--- src/tcw_pkg.sv ---
package tcw_pkg;

    // Field widths of the item ports
    localparam int REQ_W        = 2;
    localparam int CHAR_W       = 8;
    localparam int CELL_INDEX_W = 11;
    localparam int CURSOR_W     = 11;
    localparam int VALUE_W      = 16;
    localparam int ATTR_W       = 8;

    // Default screen geometry
    localparam int COLUMNS_DEF = 80;
    localparam int ROWS_DEF    = 25;

    // Depth of the command queue between front and back
    localparam int QUEUE_DEPTH = 2;

    // Character and attribute constants
    localparam logic [ATTR_W-1:0] ATTR_RESET   = 8'h07;
    localparam logic [CHAR_W-1:0] NEWLINE_CODE = 8'h0A;
    localparam logic [CHAR_W-1:0] SPACE_CODE   = 8'h20;

    // Request codes on req_type
    localparam logic [REQ_W-1:0] REQ_PUT   = 2'd0;
    localparam logic [REQ_W-1:0] REQ_CLEAR = 2'd1;
    localparam logic [REQ_W-1:0] REQ_READ  = 2'd2;

    // Classified command kinds
    typedef enum logic [2:0] {
        CMD_CHAR,
        CMD_NEWLINE,
        CMD_CLEAR,
        CMD_READ,
        CMD_NOP
    } cmd_kind_t;

    typedef struct packed {
        cmd_kind_t                kind;
        logic [CHAR_W-1:0]        ch;
        logic [CELL_INDEX_W-1:0]  idx;
    } cmd_t;

    // Back end sequencer states
    typedef enum logic [2:0] {
        ST_INIT,
        ST_IDLE,
        ST_READ,
        ST_COPY,
        ST_BLANK,
        ST_FILL
    } back_state_t;

    // Status from back end to front end
    typedef struct packed {
        logic init_busy;
    } back_status_t;

endpackage

--- src/tcw_front.sv ---
module tcw_front #(
    parameter int COLUMNS = tcw_pkg::COLUMNS_DEF,
    parameter int ROWS    = tcw_pkg::ROWS_DEF
) (
    input  logic                              in_valid,
    output logic                              in_stall,
    input  logic [tcw_pkg::REQ_W-1:0]         req_type,
    input  logic [tcw_pkg::CHAR_W-1:0]        char_code,
    input  logic [tcw_pkg::CELL_INDEX_W-1:0]  cell_index,
    input  tcw_pkg::back_status_t             status,
    output logic                              push_valid,
    input  logic                              push_ready,
    output tcw_pkg::cmd_t                     push_cmd
);

    localparam int CELLS = COLUMNS * ROWS;
    localparam int AW    = $clog2(CELLS);
    localparam int CMP_W = AW + tcw_pkg::CELL_INDEX_W;

    logic in_range;

    // Hold off items while the queue is full or the screen is being set up
    assign in_stall   = !push_ready || status.init_busy;
    assign push_valid = in_valid && !in_stall;

    assign in_range = ({{AW{1'b0}}, cell_index} < CMP_W'(CELLS));

    // Classify the request
    always_comb
    begin
        push_cmd.ch  = char_code;
        push_cmd.idx = cell_index;
        case (req_type)
            tcw_pkg::REQ_PUT:
            begin
                push_cmd.kind = (char_code == tcw_pkg::NEWLINE_CODE) ?
                                tcw_pkg::CMD_NEWLINE : tcw_pkg::CMD_CHAR;
            end
            tcw_pkg::REQ_CLEAR:
            begin
                push_cmd.kind = tcw_pkg::CMD_CLEAR;
            end
            tcw_pkg::REQ_READ:
            begin
                push_cmd.kind = in_range ? tcw_pkg::CMD_READ : tcw_pkg::CMD_NOP;
            end
            default:
            begin
                push_cmd.kind = tcw_pkg::CMD_NOP;
            end
        endcase
    end

endmodule

--- config.mk ---
export PLATFORM = sky130hd
export DESIGN_NAME = tcw_front
export DESIGN_NICKNAME = d
export VERILOG_FILES = /design/src/tcw_pkg.sv /design/src/tcw_front.sv
export SDC_FILE = /design/constraint.sdc
export NUM_CORES = 1
export LEC_CHECK = 0
export BUFFER_PORTS_ARGS = -buffer_cell sky130_fd_sc_hd__buf_2
export CAP_MARGIN = 20
export CORE_AREA = 3 3 40 42
export DETAILED_ROUTE_END_ITERATION = 10
export DIE_AREA = 0 0 43 45
export PLACE_DENSITY = 0.62
export REMOVE_ABC_BUFFERS = 1
export SLEW_MARGIN = 30
export SYNTH_ARGS = -nofsm -noshare
export SYNTH_HDL_FRONTEND = slang
export SYNTH_SLANG_ARGS = --single-unit
--- constraint.sdc ---
create_clock -name vclk -period 2.75
set_clock_uncertainty 0.05 [all_clocks]
set_input_delay 0.6875 -clock vclk [all_inputs]
set_output_delay 0.6875 -clock vclk [all_outputs]
set_load 0.1 [all_outputs]
; Word level (Yosys, flattened, before mapping)
; Index checks and enable logic that the tools add are counted.
[totals]
ff_bits = 0
latch_bits = 0
ram_bits = 0
rom_bits = 0
out_inout_bits = 24
n_memories = 0
[classes]
addsub = 0
n_mul = 0
div_mod_pow = 0
magnitude_cmp = 1
n_eq_ne = 3
shift = 0
n_mux = 3
bitwise_logic = 0
n_reduce_logical = 5
[ops]
columns = operator, count
row1 = < comparator 11 bit (second input constant), 1
row2 = case mux 3 bit (3 select lines), 1
row3 = equality test 8 x 4 -> 1 bit (second input constant), 1
row4 = two-way mux 3 bit, 1
row5 = equality test 2 x 1 -> 1 bit (second input constant), 1
row6 = equality test 2 bit (second input constant), 1
row7 = logical NOT 1 bit, 2
row8 = logical NOT 2 bit, 1
row9 = logical AND 1 bit, 1
row10 = logical OR 1 bit, 1
row11 = two-way mux 1 bit, 1

; Longest topological paths before layout
[logic_depth]
ltp_word = 4
depth_mapped = 3
depth_no_buf = 3

; Least setup slack after synthesis
; No wires, ideal clock.
[synth_timing]
path_kind = in2out
startpoint = input status
endpoint = output push_valid
arrival_time_ns = 2.846
required_ns = 2.013
setup_slack_ns = -0.834
stages = 2
path_buffers = 0
cell_sequence = nand2b_1 -> nor2_1
[synth_between]
elab_chain_len = 3
[synth_rtl]
columns = element, line
row1 = from (decl), tcw_front.sv:10  ; input tcw_pkg::back_status_t status,
row2 = logical OR 1 bit, tcw_front.sv:23  ; assign in_stall = !push_ready || status.init_busy;
row3 = logical NOT 1 bit, tcw_front.sv:24  ; assign push_valid = in_valid && !in_stall;
row4 = logical AND 1 bit, tcw_front.sv:24
row5 = to (decl), tcw_front.sv:11  ; output logic push_valid,
; No other way between the ends.

==> impl_metrics.tcl <==
set metrics [dict create \
    status "completed" \
    die_area_sq_um 1940 \
    cts_hold_buf 0 \
    drc_errors 0 \
    core_sq_um 1280 \
    synthToLayoutAreaGrowth_pct 45.0 \
    period_share_pct 86.2 \
    fillCellCount 135 \
    finalCriticalPeriod_ns 2.37 \
    viasPerCell 4.16 \
    drt-initial-drc-count 0 \
    syn_area_sq_um 236 \
    critPathArrivalTime_ns 1.63 \
    holdWs_ns 1.33 \
    drv_slew 0 \
    post_cts_resized 0 \
    criticalPathCategory "in2out" \
    finalPower_mw 0.163 \
    overflow 0 \
    nClkBuffers 0 \
    cp-startpoint "char_code[5]" \
    grt_pass1_vias 257 \
    start_util_pct 18.4 \
    drive_above_1_share_pct 79.6 \
    final_cell_mix "buf_2 (38), o21ai_0 (3), inv_1 (2), buf_12 (2)" \
    finalSetupViolations 0 \
    end_kind "output port" \
    timing.fmax_ghz 0.422 \
    worstHoldStart "cell_index[2]" \
    io_pins 48 \
    holdPathStages 0 \
    dieWidth_microns 43 \
    regArea_sq_um 0 \
    holdCritPathClass "in2out" \
    grt_max_degree 5 \
    post_cts_buffers 0 \
    ys_seq_area_share_pct 0 \
    gp_congestion 0.680 \
    synth_top_family_by_area "buffers and inverters" \
    relSlewSlack_pct 67.3 \
    vdd.ir_drop.worst_mv 0.113 \
    design.seq.count 0 \
    yosys.area_share.simple_pct 21.7 \
    syn_inst 33 \
    drtPass1Iterations 1 \
    wl_per_cell_microns 9.62 \
    placed_area_sq_um 343 \
    vias 287 \
    crit_required_ns 2.01 \
    rsz0062_at_grt "no" \
    antenna_found_initial 0 \
    muxShareOfSynthArea_pct 0 \
    ys_warn_count 0 \
    grt_usage_pct 6.05 \
    tightest_slew_ns 0.494 \
    p_leak_nw 0.200 \
    multi_input_area_sq_um 86.3 \
    maxCapViolations 0 \
    finalInstanceArea_sq_um 343 \
    antenna_left 0 \
    startpoint_type "input port" \
    synth-adder-area-share_pct 0 \
    diodes 0 \
    power-per-cell-area_nw_per_um2 475 \
    synth-compound-area-share_pct 14.8 \
    hold_viol 0 \
    utilization_pct 26.7 \
    layout_commonest_cell "buf_2" \
    rows 13 \
    avgSynthCellArea_sq_um 7.17 \
    grt_pass1_wl_microns 938 \
    crit_fanout 2 \
    num-nets-final 80 \
    die_y_microns 45 \
    routed_wl_microns 664 \
    synthDistinctLibCells 12 \
    io_buffers 40 \
    synthXorXnorAreaFrac_pct 0 \
]
## power breakdown
part	leakage (nW)	internal [mW]	total, mW	switching [mW]
logic	0.200	0.0299	0.163	0.133
clock network	0	0	0	0
registers	0	0	0	0
total	0.200	0.0299	0.163	0.133
## per-layer routing
metal  vias to the layer above  part of all wire (%)  routed length (microns)  global-route usage (%)
li1                        134                     -                        -                       -
met1                       111                    35                      231                    5.48
met2                        42                    42                      276                    13.8
met3                         0                    23                      155                    1.59
met4                         0                     0                        0                       0
met5                         -                     0                        0                       0
## per-stage QoR
stage               setup slack, ns  TNS [ns]  std cells
floorplan                    -0.834     -2.01         14
global placement              0.377         0         69
detailed placement            0.347         0         69
CTS                           0.355         0         69
global route                  0.284         0         69
finish                        0.379         0         69
## synthesized netlist by cell type
library cell  count  area share [%]
buf_4            19              60
nor4_2            1             5.3
nand4_1           1             2.6
and2_1            1             2.6
nand2b_1          1             2.6
o21ai_0           3             6.3
o211ai_1          1             3.2
inv_1             2             3.2
nand2_1           1             1.6
o31ai_2           1             5.3
and4bb_2          1             5.3
nor2_1            1             1.6
## area by class of cell
class	count	share of cell area, %
Multi-Input combinational cell	12	25.2
Timing Repair Buffer	40	67.2
Tap cell	15	5.47
Inverter	2	2.19
## cells by family (layout without fill, tap and decap cells)
logic type | after synthesis | after routing
compound gates | 5 | 5
buf+inv | 21 | 42
simple gates | 7 | 7
## final timing paths
path / to / slack [ns]
worst max-delay path: push_cmd[19] / 0.38
worst min-delay path: push_cmd[2] / 1.33
## worst max-delay path, stage by stage
cell	delay, ns
buf_2	0.11
nor4_2	0.24
nand2_1	0.09
o31ai_2	0.28
buf_12	0.22
No activity file was read; power rests on OpenSTA's default activity.
