<file path="config.mk">
export PLATFORM = sky130hd
export DESIGN_NAME = tcw_queue
export DESIGN_NICKNAME = d
export VERILOG_FILES = /design/src/tcw_pkg.sv /design/src/tcw_queue.sv
export SDC_FILE = /design/constraint.sdc
export NUM_CORES = 1
export LEC_CHECK = 0
export BUFFER_PORTS_ARGS = -buffer_cell sky130_fd_sc_hd__buf_2
export CORE_MARGIN = 2
export CORE_UTILIZATION = 35
export CTS_CLUSTER_DIAMETER = 30
export DETAILED_ROUTE_END_ITERATION = 10
export PLACE_DENSITY = 0.66
export SLEW_MARGIN = 0
export SYNTH_ARGS = -nofsm -noshare
export SYNTH_HDL_FRONTEND = slang
export SYNTH_SLANG_ARGS = --single-unit
</file>
<file path="constraint.sdc">
create_clock -name clk -period 5.6 [get_ports clk]
set_clock_uncertainty 0.1 [all_clocks]
set_input_delay 0.84 -clock clk [delete_from_list [all_inputs] [get_ports clk]]
set_output_delay 0.84 -clock clk [all_outputs]
set_load 0.01 [all_outputs]
</file>
<file path="src/tcw_pkg.sv">
package tcw_pkg;

    // Field widths of the item ports
    localparam int REQ_W        = 2;
    localparam int CHAR_W       = 8;
    localparam int CELL_INDEX_W = 11;
    localparam int CURSOR_W     = 11;
    localparam int VALUE_W      = 16;
    localparam int ATTR_W       = 8;

    // Default screen geometry
    localparam int COLUMNS_DEF = 80;
    localparam int ROWS_DEF    = 25;

    // Depth of the command queue between front and back
    localparam int QUEUE_DEPTH = 2;

    // Character and attribute constants
    localparam logic [ATTR_W-1:0] ATTR_RESET   = 8'h07;
    localparam logic [CHAR_W-1:0] NEWLINE_CODE = 8'h0A;
    localparam logic [CHAR_W-1:0] SPACE_CODE   = 8'h20;

    // Request codes on req_type
    localparam logic [REQ_W-1:0] REQ_PUT   = 2'd0;
    localparam logic [REQ_W-1:0] REQ_CLEAR = 2'd1;
    localparam logic [REQ_W-1:0] REQ_READ  = 2'd2;

    // Classified command kinds
    typedef enum logic [2:0] {
        CMD_CHAR,
        CMD_NEWLINE,
        CMD_CLEAR,
        CMD_READ,
        CMD_NOP
    } cmd_kind_t;

    typedef struct packed {
        cmd_kind_t                kind;
        logic [CHAR_W-1:0]        ch;
        logic [CELL_INDEX_W-1:0]  idx;
    } cmd_t;

    // Back end sequencer states
    typedef enum logic [2:0] {
        ST_INIT,
        ST_IDLE,
        ST_READ,
        ST_COPY,
        ST_BLANK,
        ST_FILL
    } back_state_t;

    // Status from back end to front end
    typedef struct packed {
        logic init_busy;
    } back_status_t;

endpackage

</file>
<file path="src/tcw_queue.sv">
module tcw_queue (
    input  logic          clk,
    input  logic          rst_n,
    input  logic          push_valid,
    output logic          push_ready,
    input  tcw_pkg::cmd_t push_cmd,
    output logic          pop_valid,
    input  logic          pop_take,
    output tcw_pkg::cmd_t pop_cmd
);

    localparam int DEPTH = tcw_pkg::QUEUE_DEPTH;
    localparam int PTR_W = (DEPTH > 1) ? $clog2(DEPTH) : 1;
    localparam int CNT_W = $clog2(DEPTH + 1);

    tcw_pkg::cmd_t    slots [DEPTH];
    logic [PTR_W-1:0] wr_ptr_reg, wr_ptr_next;
    logic [PTR_W-1:0] rd_ptr_reg, rd_ptr_next;
    logic [CNT_W-1:0] count_reg, count_next;
    logic             do_push, do_pop;

    assign push_ready = (count_reg != CNT_W'(DEPTH));
    assign pop_valid  = (count_reg != '0);
    assign pop_cmd    = slots[rd_ptr_reg];
    assign do_push    = push_valid && push_ready;
    assign do_pop     = pop_take && pop_valid;

    // Advance pointers with wrap and track fill level
    always_comb
    begin
        wr_ptr_next = wr_ptr_reg;
        rd_ptr_next = rd_ptr_reg;
        count_next  = count_reg;
        if (do_push)
        begin
            wr_ptr_next = (wr_ptr_reg == PTR_W'(DEPTH - 1)) ? '0 : wr_ptr_reg + 1'b1;
        end
        if (do_pop)
        begin
            rd_ptr_next = (rd_ptr_reg == PTR_W'(DEPTH - 1)) ? '0 : rd_ptr_reg + 1'b1;
        end
        if (do_push && !do_pop)
        begin
            count_next = count_reg + 1'b1;
        end
        else if (do_pop && !do_push)
        begin
            count_next = count_reg - 1'b1;
        end
    end

    always_ff @(posedge clk or negedge rst_n)
    begin
        if (!rst_n)
        begin
            wr_ptr_reg <= '0;
            rd_ptr_reg <= '0;
            count_reg  <= '0;
        end
        else
        begin
            wr_ptr_reg <= wr_ptr_next;
            rd_ptr_reg <= rd_ptr_next;
            count_reg  <= count_next;
        end
    end

    // Store pushed item
    always_ff @(posedge clk)
    begin
        if (do_push)
        begin
            slots[wr_ptr_reg] <= push_cmd;
        end
    end

endmodule

</file>
# Word level (Yosys, flattened, before mapping)
# Memories as Yosys holds them, arrays and structs flattened.
# Cells that the tools add are included.
[totals]
ff_bits = 4
mem_count = 1
ramBits = 44
[classes]
n_mux = 6
n_reduce_logical = 8
eq_ne = 1
addsub = 4
[memory_table]
columns = ["name", "depth", "width", "read_ports", "rd_clocked_by_memory_dff", "write_ports", "line", "rtl"]
rows = [
  ["slots", 2, 22, 1, 0, 1, "tcw_queue.sv:16", "tcw_pkg::cmd_t slots [DEPTH];"],
]
[op_table]
columns = ["op", "n"]
rows = [
  ["1-bit logical AND", 4],
  ["1-bit two-way mux", 4],
  ["2-bit two-way mux", 2],
  ["2-bit nonzero test", 2],
  ["1-bit adder, second input constant", 2],
  ["2-bit by 1-bit adder with 2-bit output, second input constant", 1],
  ["1-bit zero test", 2],
  ["2-bit inequality test, second input constant", 1],
  ["2-bit by 1-bit subtractor with 2-bit output, second input constant", 1],
]

# Longest topological paths before layout
# Gate-level depths: netlist of the first run.
[logic_depth]
depth_word = 6
depth_mapped = 7

# Worst setup path before layout of the first run
# No wires, ideal clock.
[synth_path]
path_type = "input port to flip-flop"
from = "input port push_valid"
to = "memory slots[0][0] (netlist bit) (enable)"
required_time_ns = 5.099
stages = 2
setup_slack_ns = 3.226
n_path_buf = 0
arrival_time_ns = 1.873
cell_sequence = "nand2_1 -> nor2_1"
[synth_between]
elab_chain_len = 3
[synth_lines]
columns = ["element", "line", "rtl"]
rows = [
  ["from (decl)", "tcw_queue.sv:4", "input logic push_valid,"],
  ["1-bit logical AND", "tcw_queue.sv:25", "assign do_push = push_valid && push_ready;"],
  ["1-bit two-way mux", "tcw_queue.sv:71", "if (do_push)"],
  ["1-bit two-way mux (not written as such)", "tcw_queue.sv:73", "slots[wr_ptr_reg] <= push_cmd;"],
  ["to (decl)", "tcw_queue.sv:16", ""],
]
# Every way passes these cells.

==> results.json, run 1 <==
{
  "power_density_nw_per_um2": 499,
  "fin_area_um2": 2210,
  "drcViolationCount": 0,
  "grt.overflow.total": 0,
  "r2r_cells": 3,
  "leakage_nw": 0.836,
  "synth_nets": 113,
  "finalNonFillerCells": 211,
  "grt_max_degree": 24,
  "placement_rows": 26,
  "grt_pass1_wl_mm": 4.09,
  "netlist_area_um2": 1790,
  "dr_total_vias": 888,
  "ys_types": 14,
  "worstSetupStartpointType": "flop",
  "cts_buffer_depth": 2,
  "synth-seq-cells": 48,
  "cp-end-kind": "output pin",
  "cts_hold_buf": 0,
  "syn_to_final_growth_pct": 23.4,
  "finalSetupViolCount": 0,
  "vias_per_cell": 4.21,
  "clk_pin_slew_ns": 0.08,
  "critPathArrivalTime_ns": 1.83,
  "irDropWorstVdd_v": 0.000209,
  "fp.dieW_um": 75.5,
  "reg2reg_to": "slots[0][15]$_DFFE_PP_",
  "power.share.clock_pct": 21.3,
  "min_period_ns": 2.77,
  "path_class": "reg2out",
  "insertedDiodeCount": 0,
  "cts_resized": 0,
  "grt_pass1_vias": 879,
  "reg2reg_from": "count_reg[0]$_DFFE_PN0P_",
  "track_usage_pct": 10.2,
  "reg2reg_slack_ns": 3.50,
  "slew_headroom_pct": 20.2,
  "synth_area_leaders": "edfxtp_1, mux2_2, dfrtp_1",
  "place.port_buffers": 49,
  "dr.pass1.iters": 2,
  "critPathLaunch": "rd_ptr_reg$_DFFE_PN0P_",
  "power_frac_seq_pct": 50.1,
  "clk_latency_ns": 0.29,
  "wl_mm": 2.89,
  "synth_top_area_share_pct": 73.9,
  "largest_reg_flops": 44,
  "cp.required_ns": 4.66,
  "outcome": "complete, no violations",
  "post_cts_buffers": 0,
  "power_switching_mw": 0.316,
  "place_congestion": 0.647,
  "fin_crit_sh_pct": 49.4,
  "netlist_instances": 86,
  "die_h_um": 75.5,
  "start_util_pct": 35.7,
  "wire_per_inst_um": 13.7,
  "drt_iter0_drc": 51,
  "htreeDepth": 2,
  "worst_pin_slew_ns": 1.20,
  "die_area_um2": 5700,
  "core_area_um2": 5010,
  "cts_made_buffers": 5,
  "cp_max_fo": 23,
  "synth_seq_area_share_pct": 79.5,
  "place_area_um2": 2100,
  "detail-route-antenna-nets": 0,
  "dp.cells": 203,
  "maxCapViolations": 0,
  "avgSynthCellArea_um2": 20.8,
  "min_path_type": "in2async",
  "synth_top_area_cell": "edfxtp_1",
  "cts_tree": "yes",
  "timing.fmax_mhz": 361,
  "drv_slew": 0,
  "internal-power_mw": 0.785,
  "final_layout_size_suffix_gt1_share_pct": 56.0,
  "antenna_found_initial": 0,
  "finalHoldViolCount": 0,
  "cts-root-buf": "clkbuf_8",
  "finalNetCount": 167,
  "tns_ns": 0,
  "rsz0062_at_grt": "no",
  "ys_warn_count": 0,
  "io-pin-count": 50,
  "pwr-share-comb_pct": 28.5,
  "crit_end": "pop_cmd[6]",
  "swShare_pct": 28.7,
  "clock_sinks": 48
}
## power groups by stage
stage          clock network, mW  logic [mW]  registers, mW
2_1_floorplan                  0       0.243          0.525
3_3_place_gp                   0       0.313          0.556
3_5_place_dp                   0       0.321          0.566
4_1_cts                    0.243       0.323          0.558
5_1_grt                    0.256       0.346          0.566
6_report                   0.235       0.314          0.552
## layout by cell type (no fill, tap or decap), drive strengths merged, types with 2 or more instances in the layout
master  instances
nand2           2
clkinv          2
mux2           22
edfxtp         44
clkbuf          5
xor2            2
buf            49
dfrtp           4
xnor2           3
nor2            2
## metal layers
layer | track usage [%] | share of wire, % | up-vias
met5 | 0 | 0 | -
met4 | 3.51 | 0.80 | 0
met3 | 4.23 | 6.4 | 4
met2 | 17.7 | 53 | 29
met1 | 11.2 | 40 | 423
li1 | - | - | 432
## worst min-delay path by stage
stage | depth (start not counted) | startpoint | to
2_1_floorplan | 1 | count_reg[1]$_DFFE_PN0P_ | count_reg[1]$_DFFE_PN0P_
3_3_place_gp | 1 | count_reg[1]$_DFFE_PN0P_ | count_reg[1]$_DFFE_PN0P_
3_5_place_dp | 1 | count_reg[1]$_DFFE_PN0P_ | count_reg[1]$_DFFE_PN0P_
4_1_cts | 1 | rst_n | count_reg[1]$_DFFE_PN0P_
5_1_grt | 1 | rst_n | count_reg[1]$_DFFE_PN0P_
6_report | 1 | rst_n | count_reg[1]$_DFFE_PN0P_
## logic make-up (layout without fill, tap and decap cells)
| logic type | count (synthesis) | after routing | share of synthesized area (%) |
|---|---|---|---|
| AND/OR/NAND/NOR | 7 | 7 | 2.03 |
| adder cells (fa/ha/maj) | 1 | 1 | 0.700 |
| buffers and inverters | 3 | 58 | 1.47 |
| XOR/XNOR | 5 | 5 | 2.45 |
| flip-flops | 48 | 48 | 79.5 |
| multiplexers | 22 | 22 | 13.9 |
## cell usage after synthesis
cell type and n:
inv_1 1, nor2_1 2, buf_6 2, ha_1 1, xor2_1 2, mux2_2 22, xnor2_1 3, nand2_2 1
dfrtp_1 4, and3_1 1, nand2b_1 1, or2_1 1, edfxtp_1 44, nand2_1 1
## cell type report
type	instances	area [um^2]
clock buffer	5	68.8
clock inverter	3	37.5
fill	458	2800
inverter	1	3.75
multi-input combinational	35	343
sequential	48	1420
tap	70	87.6
timing repair buffer	49	245
## worst max-delay path, cell delays in order (launching register included)
cell and delay [ns]:
dfrtp_1 0.97, mux2_2 0.42, buf_2 0.14
## stage by stage
step / hold WS [ns] / power, mW / util [%] / worst slack, ns
floorplan: 0.356 / 0.768 / - / 3.23
finish: 0.242 / 1.10 / 44.1 / 2.83
global placement: 0.372 / 0.869 / 41.9 / 3.15
CTS: 0.230 / 1.12 / 44.1 / 2.74
global route: 0.225 / 1.17 / 44.1 / 2.71
detailed placement: 0.386 / 0.886 / 41.9 / 3.07
No activity file was read; power rests on OpenSTA's default activity.
==> inputs of run 2 (changes only) <==
--- a/config.mk
+++ b/config.mk
@@ -5,6 +5,7 @@
 export SDC_FILE = /design/constraint.sdc
 export NUM_CORES = 1
 export LEC_CHECK = 0
+export ABC_AREA = 1
 export BUFFER_PORTS_ARGS = -buffer_cell sky130_fd_sc_hd__buf_2
 export CORE_MARGIN = 2
 export CORE_UTILIZATION = 35
==> constraint.sdc (replaced) <==
create_clock -name clk -period 2.6 [get_ports clk]
set_clock_uncertainty 0.1 [all_clocks]
set_input_delay 0.39 -clock clk [delete_from_list [all_inputs] [get_ports clk]]
set_output_delay 0.39 -clock clk [all_outputs]
set_load 0.01 [all_outputs]
==> run 2 against run 1 <==
Compared with the run above:
- combinational power rose to 2.7 times the previous value
- first-iteration DRC count fell by 49%
- worst setup slack got worse by 2.0 ns
- die area rose by 1.9%
- clock power rose by 66%
- critical endpoint is now pop_cmd[17]
- highest routed layer unchanged
==> results.json, run 2 <==
{
  "io-pin-count": 50,
  "r2r_cells": 5,
  "cp.required_ns": 2.11,
  "synth_top_area_cell": "edfxtp_1",
  "reg2reg_from": "count_reg[0]$_DFFE_PN0P_",
  "place.port_buffers": 49,
  "synth_seq_area_share_pct": 77.9,
  "cts_tree": "yes",
  "drt_iter0_drc": 26,
  "min_period_ns": 1.79,
  "critPathArrivalTime_ns": 1.30,
  "place_congestion": 0.781,
  "cts-root-buf": "clkbuf_8",
  "fin_crit_sh_pct": 68.8,
  "ys_warn_count": 0,
  "htreeDepth": 2,
  "async_reset_ff_share_pct": 8.33,
  "slew_headroom_pct": 69.9,
  "vias_per_cell": 4.14,
  "clk_latency_ns": 0.28,
  "netlist_area_um2": 1820,
  "synth_ff_type": "edfxtp_1",
  "final_common_cell": "nand2_1",
  "worstSetupStartpointType": "flop",
  "grt_max_degree": 24,
  "finalSetupViolCount": 0,
  "maxCapViolations": 0,
  "power_density_nw_per_um2": 1050,
  "finalHoldViolCount": 0,
  "grt_pass1_wl_mm": 5.42,
  "rsz0062_at_grt": "no",
  "hold_depth": 1,
  "insertedDiodeCount": 0,
  "placement_rows": 26,
  "most-common-layout-cells": "nand2_1, buf_2, edfxtp_1",
  "yosysMostFrequentCell": "nand2_1",
  "synth_nets": 170,
  "dr_total_vias": 1115,
  "cp-end-kind": "output pin",
  "holdWs_ns": 0.188,
  "ys_types": 13,
  "wl_mm": 3.11,
  "final_layout_size_suffix_gt1_share_pct": 30.2,
  "slowest_delay_ns": 0.39,
  "die_area_um2": 5810,
  "largest_reg_flops": 44,
  "synth-edff-count": 44,
  "wire_per_inst_um": 11.6,
  "clk_pin_slew_ns": 0.08,
  "hpwl_mm": 2.12,
  "antenna_found_initial": 0,
  "cp_common_cell": "nand2_1",
  "crit_chain": "inv_2 -> nand2_1 -> nand2_1 -> buf_2",
  "synthTopCellsByCount": "nand2_1, edfxtp_1, inv_1",
  "track_usage_pct": 12.1,
  "path_class": "reg2out",
  "irDropWorstVdd_v": 0.000448,
  "finalNetCount": 226,
  "netlist_instances": 143,
  "leakage_nw": 0.993,
  "grt_pass1_vias": 1202,
  "cts_resized": 0,
  "start_util_pct": 35.9,
  "synth_area_leaders": "edfxtp_1, nand2_1, dfrtp_1",
  "synth_top_area_share_pct": 72.4,
  "synth-seq-cells": 48,
  "avgSynthCellArea_um2": 12.8,
  "worst_pin_slew_ns": 0.450,
  "clock_sinks": 48,
  "timing.fmax_mhz": 559,
  "cp_max_fo": 23,
  "outcome": "complete, no violations",
  "cts_buffer_depth": 2,
  "cts_made_buffers": 5,
  "path_depth": 4,
  "dr.pass1.iters": 4,
  "critPathLaunch": "rd_ptr_reg$_DFFE_PN0P_",
  "min_path_type": "in2reg",
  "hold_start": "push_cmd[18]",
  "tns_ns": 0,
  "die_h_um": 76.2,
  "critPathSlowestCell": "dfrtp_1",
  "path_delay_family": "buffers and inverters",
  "grt.overflow.total": 0,
  "drv_slew": 0,
  "detail-route-antenna-nets": 0,
  "fp.dieW_um": 76.2,
  "path_buf_inv": 2,
  "drcViolationCount": 0,
  "syn_to_final_growth_pct": 23.1,
  "core_area_um2": 5070
}
run 2: cell types whose count changed after synthesis, sizes merged, moves of 2 or more:
cell and delta:
buf +2, mux2 -22, inv +6, nand3 +2
xnor2 -2, nand2 +74
run 2: timing repair:
action,CTS,global route
setup buffers,0,0
hold buffers,1,0
hold endpoints to repair,4,0
run 2: metrics by stage:
stage	instance area [um^2]	setup slack (ns)	util, %	power, mW	cells
2_1_floorplan	1820	0.484	-	1.68	143
3_3_place_gp	2160	0.869	42.6	1.99	261
3_5_place_dp	2160	0.819	42.6	2.01	261
4_1_cts	2250	0.751	44.3	2.41	269
5_1_grt	2250	0.630	44.3	2.57	269
6_report	2250	0.810	44.3	2.36	269
run 2: where the power goes:
| part | internal [mW] | switching (mW) |
|---|---|---|
| Sequential | 1.06 | 0.0526 |
| Combinational | 0.307 | 0.548 |
| Clock | 0.178 | 0.213 |
run 2: kinds of logic after synthesis:
family        Yosys count  synth area share, %
fa+ha+maj               1                0.686
simple gates           81                 16.9
buf+inv                11                 3.50
xor+xnor                2                0.960
flops                  48                 77.9
run 2: path summary, 6_finish.rpt:
| check | slack (ns) | endpoint |
|---|---|---|
| hold / removal | 0.19 | slots[0][18]$_DFFE_PP_ |
| hold reg to reg | 0.40 | count_reg[0]$_DFFE_PN0P_ |
| setup reg to reg | 0.84 | slots[1][3]$_DFFE_PP_ |
| setup / recovery | 0.81 | pop_cmd[17] |
| min in group asynchronous | 0.33 | count_reg[0]$_DFFE_PN0P_ |
| max in group asynchronous | 1.95 | wr_ptr_reg$_DFFE_PN0P_ |
run 2: metal layers:
layer	global-route usage, %	share of wire, %	vias up
li1	-	-	580
met1	12.5	40	500
met2	22.9	53	33
met3	4.62	5.9	2
met4	3.27	0.32	0
met5	0	0	-
run 2: final cells by class:
class	count	area [um^2]
clock buffer	5	68.8
clock inverter	2	7.51
fill	502	2830
inverter	7	26.3
multi-input combinational	84	344
sequential	48	1420
tap	70	87.6
timing repair buffer	53	290
run 2: worst register-to-register path, cell delays in order (launching register included):
cell and delay, ns:
dfrtp_1 0.38, inv_1 0.07, nand2_1 0.07, nand2_1 0.13, nor2_2 0.37, buf_4 0.32
==> inputs of run 3 (changes only) <==
--- a/config.mk
+++ b/config.mk
@@ -5,13 +5,13 @@
 export SDC_FILE = /design/constraint.sdc
 export NUM_CORES = 1
 export LEC_CHECK = 0
-export ABC_AREA = 1
+export ABC_AREA = 0
 export BUFFER_PORTS_ARGS = -buffer_cell sky130_fd_sc_hd__buf_2
 export CORE_MARGIN = 2
 export CORE_UTILIZATION = 35
 export CTS_CLUSTER_DIAMETER = 30
 export DETAILED_ROUTE_END_ITERATION = 10
-export PLACE_DENSITY = 0.66
+export PLACE_DENSITY = 0.68
 export SLEW_MARGIN = 0
 export SYNTH_ARGS = -nofsm -noshare
 export SYNTH_HDL_FRONTEND = slang
==> constraint.sdc (replaced) <==
create_clock -name clk -period 1.55 [get_ports clk]
set_clock_uncertainty 0.1 [all_clocks]
set_input_delay 0.2325 -clock clk [delete_from_list [all_inputs] [get_ports clk]]
set_output_delay 0.2325 -clock clk [all_outputs]
set_load 0.01 [all_outputs]
==> run 3 against run 2 <==
Compared with the run above:
- the flow now finishes with violations (negative setup slack)
- first-iteration DRC count shrank 7.7%
- global-route usage shrank 0.73 points
- via count shrank 13%
- total power grew 110%
- critical path depth shrank 1
- cell count shrank 16%
- die area shrank 1.9%
- non-clock buffer count grew 10
- combinational power grew to 2.7 times the previous value
- utilization grew 7.9 points
==> results.json, run 3 (same netlist as run 1, synthesis figures left out) <==
{
  "path_class": "reg2out",
  "dp.cells": 208,
  "critPathSlowestCell": "dfrtp_2",
  "cp.required_ns": 1.22,
  "rsz0062_at_grt": "yes",
  "wire_per_inst_um": 15.1,
  "cp-end-kind": "output pin",
  "clk_latency_ns": 0.28,
  "slew_headroom_pct": 88.8,
  "placement_rows": 26,
  "cp_max_fo": 6,
  "cts_tree": "yes",
  "place.port_buffers": 49,
  "grt_pass1_vias": 1017,
  "timing.fmax_mhz": 587,
  "met1_usage_pct": 12.3,
  "grt_util_met2_pct": 20.5,
  "fp.dieW_um": 75.5,
  "top_usage_layer": "met2",
  "fin_area_um2": 2610,
  "clock_sinks": 48,
  "min_path_type": "in2reg",
  "detail-route-antenna-nets": 0,
  "critPathArrivalTime_ns": 1.37,
  "vias_per_cell": 4.33,
  "place_ws_ns": -0.00646,
  "seqCellArea_um2": 1420,
  "io-pin-count": 50,
  "min_period_ns": 1.70,
  "multi_input_area_um2": 462,
  "outcome": "finished with violations",
  "power_density_nw_per_um2": 1870,
  "most-common-layout-cells": "edfxtp_1, buf_2, buf_6",
  "irDropWorstVdd_v": 0.000499,
  "grt_max_degree": 23,
  "fill_cells": 423,
  "fin_util_pct": 52.1,
  "slowest_delay_ns": 0.47,
  "clk_pin_slew_ns": 0.08,
  "critPathLaunch": "rd_ptr_reg$_DFFE_PN0P_",
  "finalHoldViolCount": 0,
  "finalSetupViolCount": 22,
  "cts_made_buffers": 5,
  "grt.overflow.total": 0,
  "antenna_found_initial": 0,
  "die_area_um2": 5700,
  "hold_start": "push_cmd[15]",
  "reg2reg_from": "count_reg[1]$_DFFE_PN0P_",
  "cts-root-buf": "clkbuf_8",
  "core_area_um2": 5010,
  "dr_total_vias": 974,
  "start_util_pct": 35.7,
  "holdWs_ns": 0.0346,
  "place_area_um2": 2180,
  "leakage_nw": 1.06,
  "path_buf_inv": 2,
  "worst_pin_slew_ns": 0.167,
  "die_h_um": 75.5,
  "final_layout_size_suffix_gt1_share_pct": 63.2,
  "maxCapViolations": 0,
  "crit_chain": "clkbuf_16 -> mux2_4 -> buf_6",
  "syn_to_final_growth_pct": 46.0,
  "grt_pass1_wl_mm": 4.64,
  "tns_ns": -2.94,
  "failed_checks": "negative setup slack",
  "drv_slew": 0,
  "wl_mm": 3.40,
  "cts_buffer_depth": 2,
  "fin_crit_sh_pct": 110,
  "track_usage_pct": 11.4,
  "finalNonFillerCells": 225,
  "htreeDepth": 2,
  "hpwl_mm": 2.17,
  "finalPower_mw": 4.87,
  "setup_ws_ns": -0.154,
  "drt_iter0_drc": 24,
  "use_met3_pct": 4.10,
  "worstSetupStartpointType": "flop",
  "dr.pass1.iters": 3,
  "largest_reg_flops": 44,
  "path_delay_family": "flip-flops",
  "drcViolationCount": 0,
  "place_congestion": 0.649,
  "insertedDiodeCount": 0,
  "finalNetCount": 181,
  "final_common_cell": "edfxtp_1"
}
## run 3: cell count changes in the layout (fill, tap and decap cells not counted), sizes merged, moves of 2 or more
| cell | before | now |
|---|---|---|
| nand2 | 76 | 2 |
| mux2 | 0 | 22 |
| buf | 52 | 61 |
| inv | 7 | 1 |
| clkbuf | 5 | 8 |
| nand3 | 2 | 0 |
| xnor2 | 1 | 3 |
## run 3: path summary, 6_finish.rpt
kind,to,slack (ns),cells after the start
setup / recovery,pop_cmd[18],-0.15,3
hold / removal,slots[1][15]$_DFFE_PP_,0.03,1
setup reg to reg,count_reg[1]$_DFFE_PN0P_,0.08,6
hold reg to reg,wr_ptr_reg$_DFFE_PN0P_,0.47,1
max in group asynchronous,rd_ptr_reg$_DFFE_PN0P_,1.04,2
min in group asynchronous,count_reg[1]$_DFFE_PN0P_,0.17,2
## run 3: power breakdown
| group | internal [mW] | leakage, nW | switching, mW | total, mW |
|---|---|---|---|---|
| sequential | 1.78 | 0.454 | 0.143 | 1.93 |
| clock | 0.314 | 0.0399 | 0.353 | 0.667 |
| combinational | 1.39 | 0.564 | 0.891 | 2.28 |
## run 3: layout make-up
| type | count | share of cell area (%) |
|---|---|---|
| Clock buffer | 7 | 2.92 |
| Tap cell | 70 | 3.35 |
| Inverter | 1 | 0.144 |
| Timing Repair Buffer | 63 | 21.3 |
| Multi-Input combinational cell | 35 | 17.7 |
| Clock inverter | 1 | 0.144 |
| Sequential cell | 48 | 54.5 |
## run 3: repair_timing
action,in CTS,in global routing
setup buffers,4,2
hold endpoints to repair,4,0
pin swaps,0,3
resized for setup,13,45
hold buffers,1,0
endpoints found under the setup margin,23,23
gates cloned,0,2
## run 3: worst register-to-register path, cell delays in order, from the launching register on
cell and delay, ns:
dfrtp_1 0.41, or2_1 0.27, nand2_2 0.11, ha_4 0.14, xor2_2 0.14, nor2_1 0.06, xor2_1 0.13
## run 3: routing by layer
| metal | wire length (um) | vias to the layer above |
|---|---|---|
| li1 | - | 460 |
| met1 | 1310 | 480 |
| met2 | 1860 | 32 |
| met3 | 211 | 2 |
| met4 | 15 | 0 |
| met5 | 0 | - |
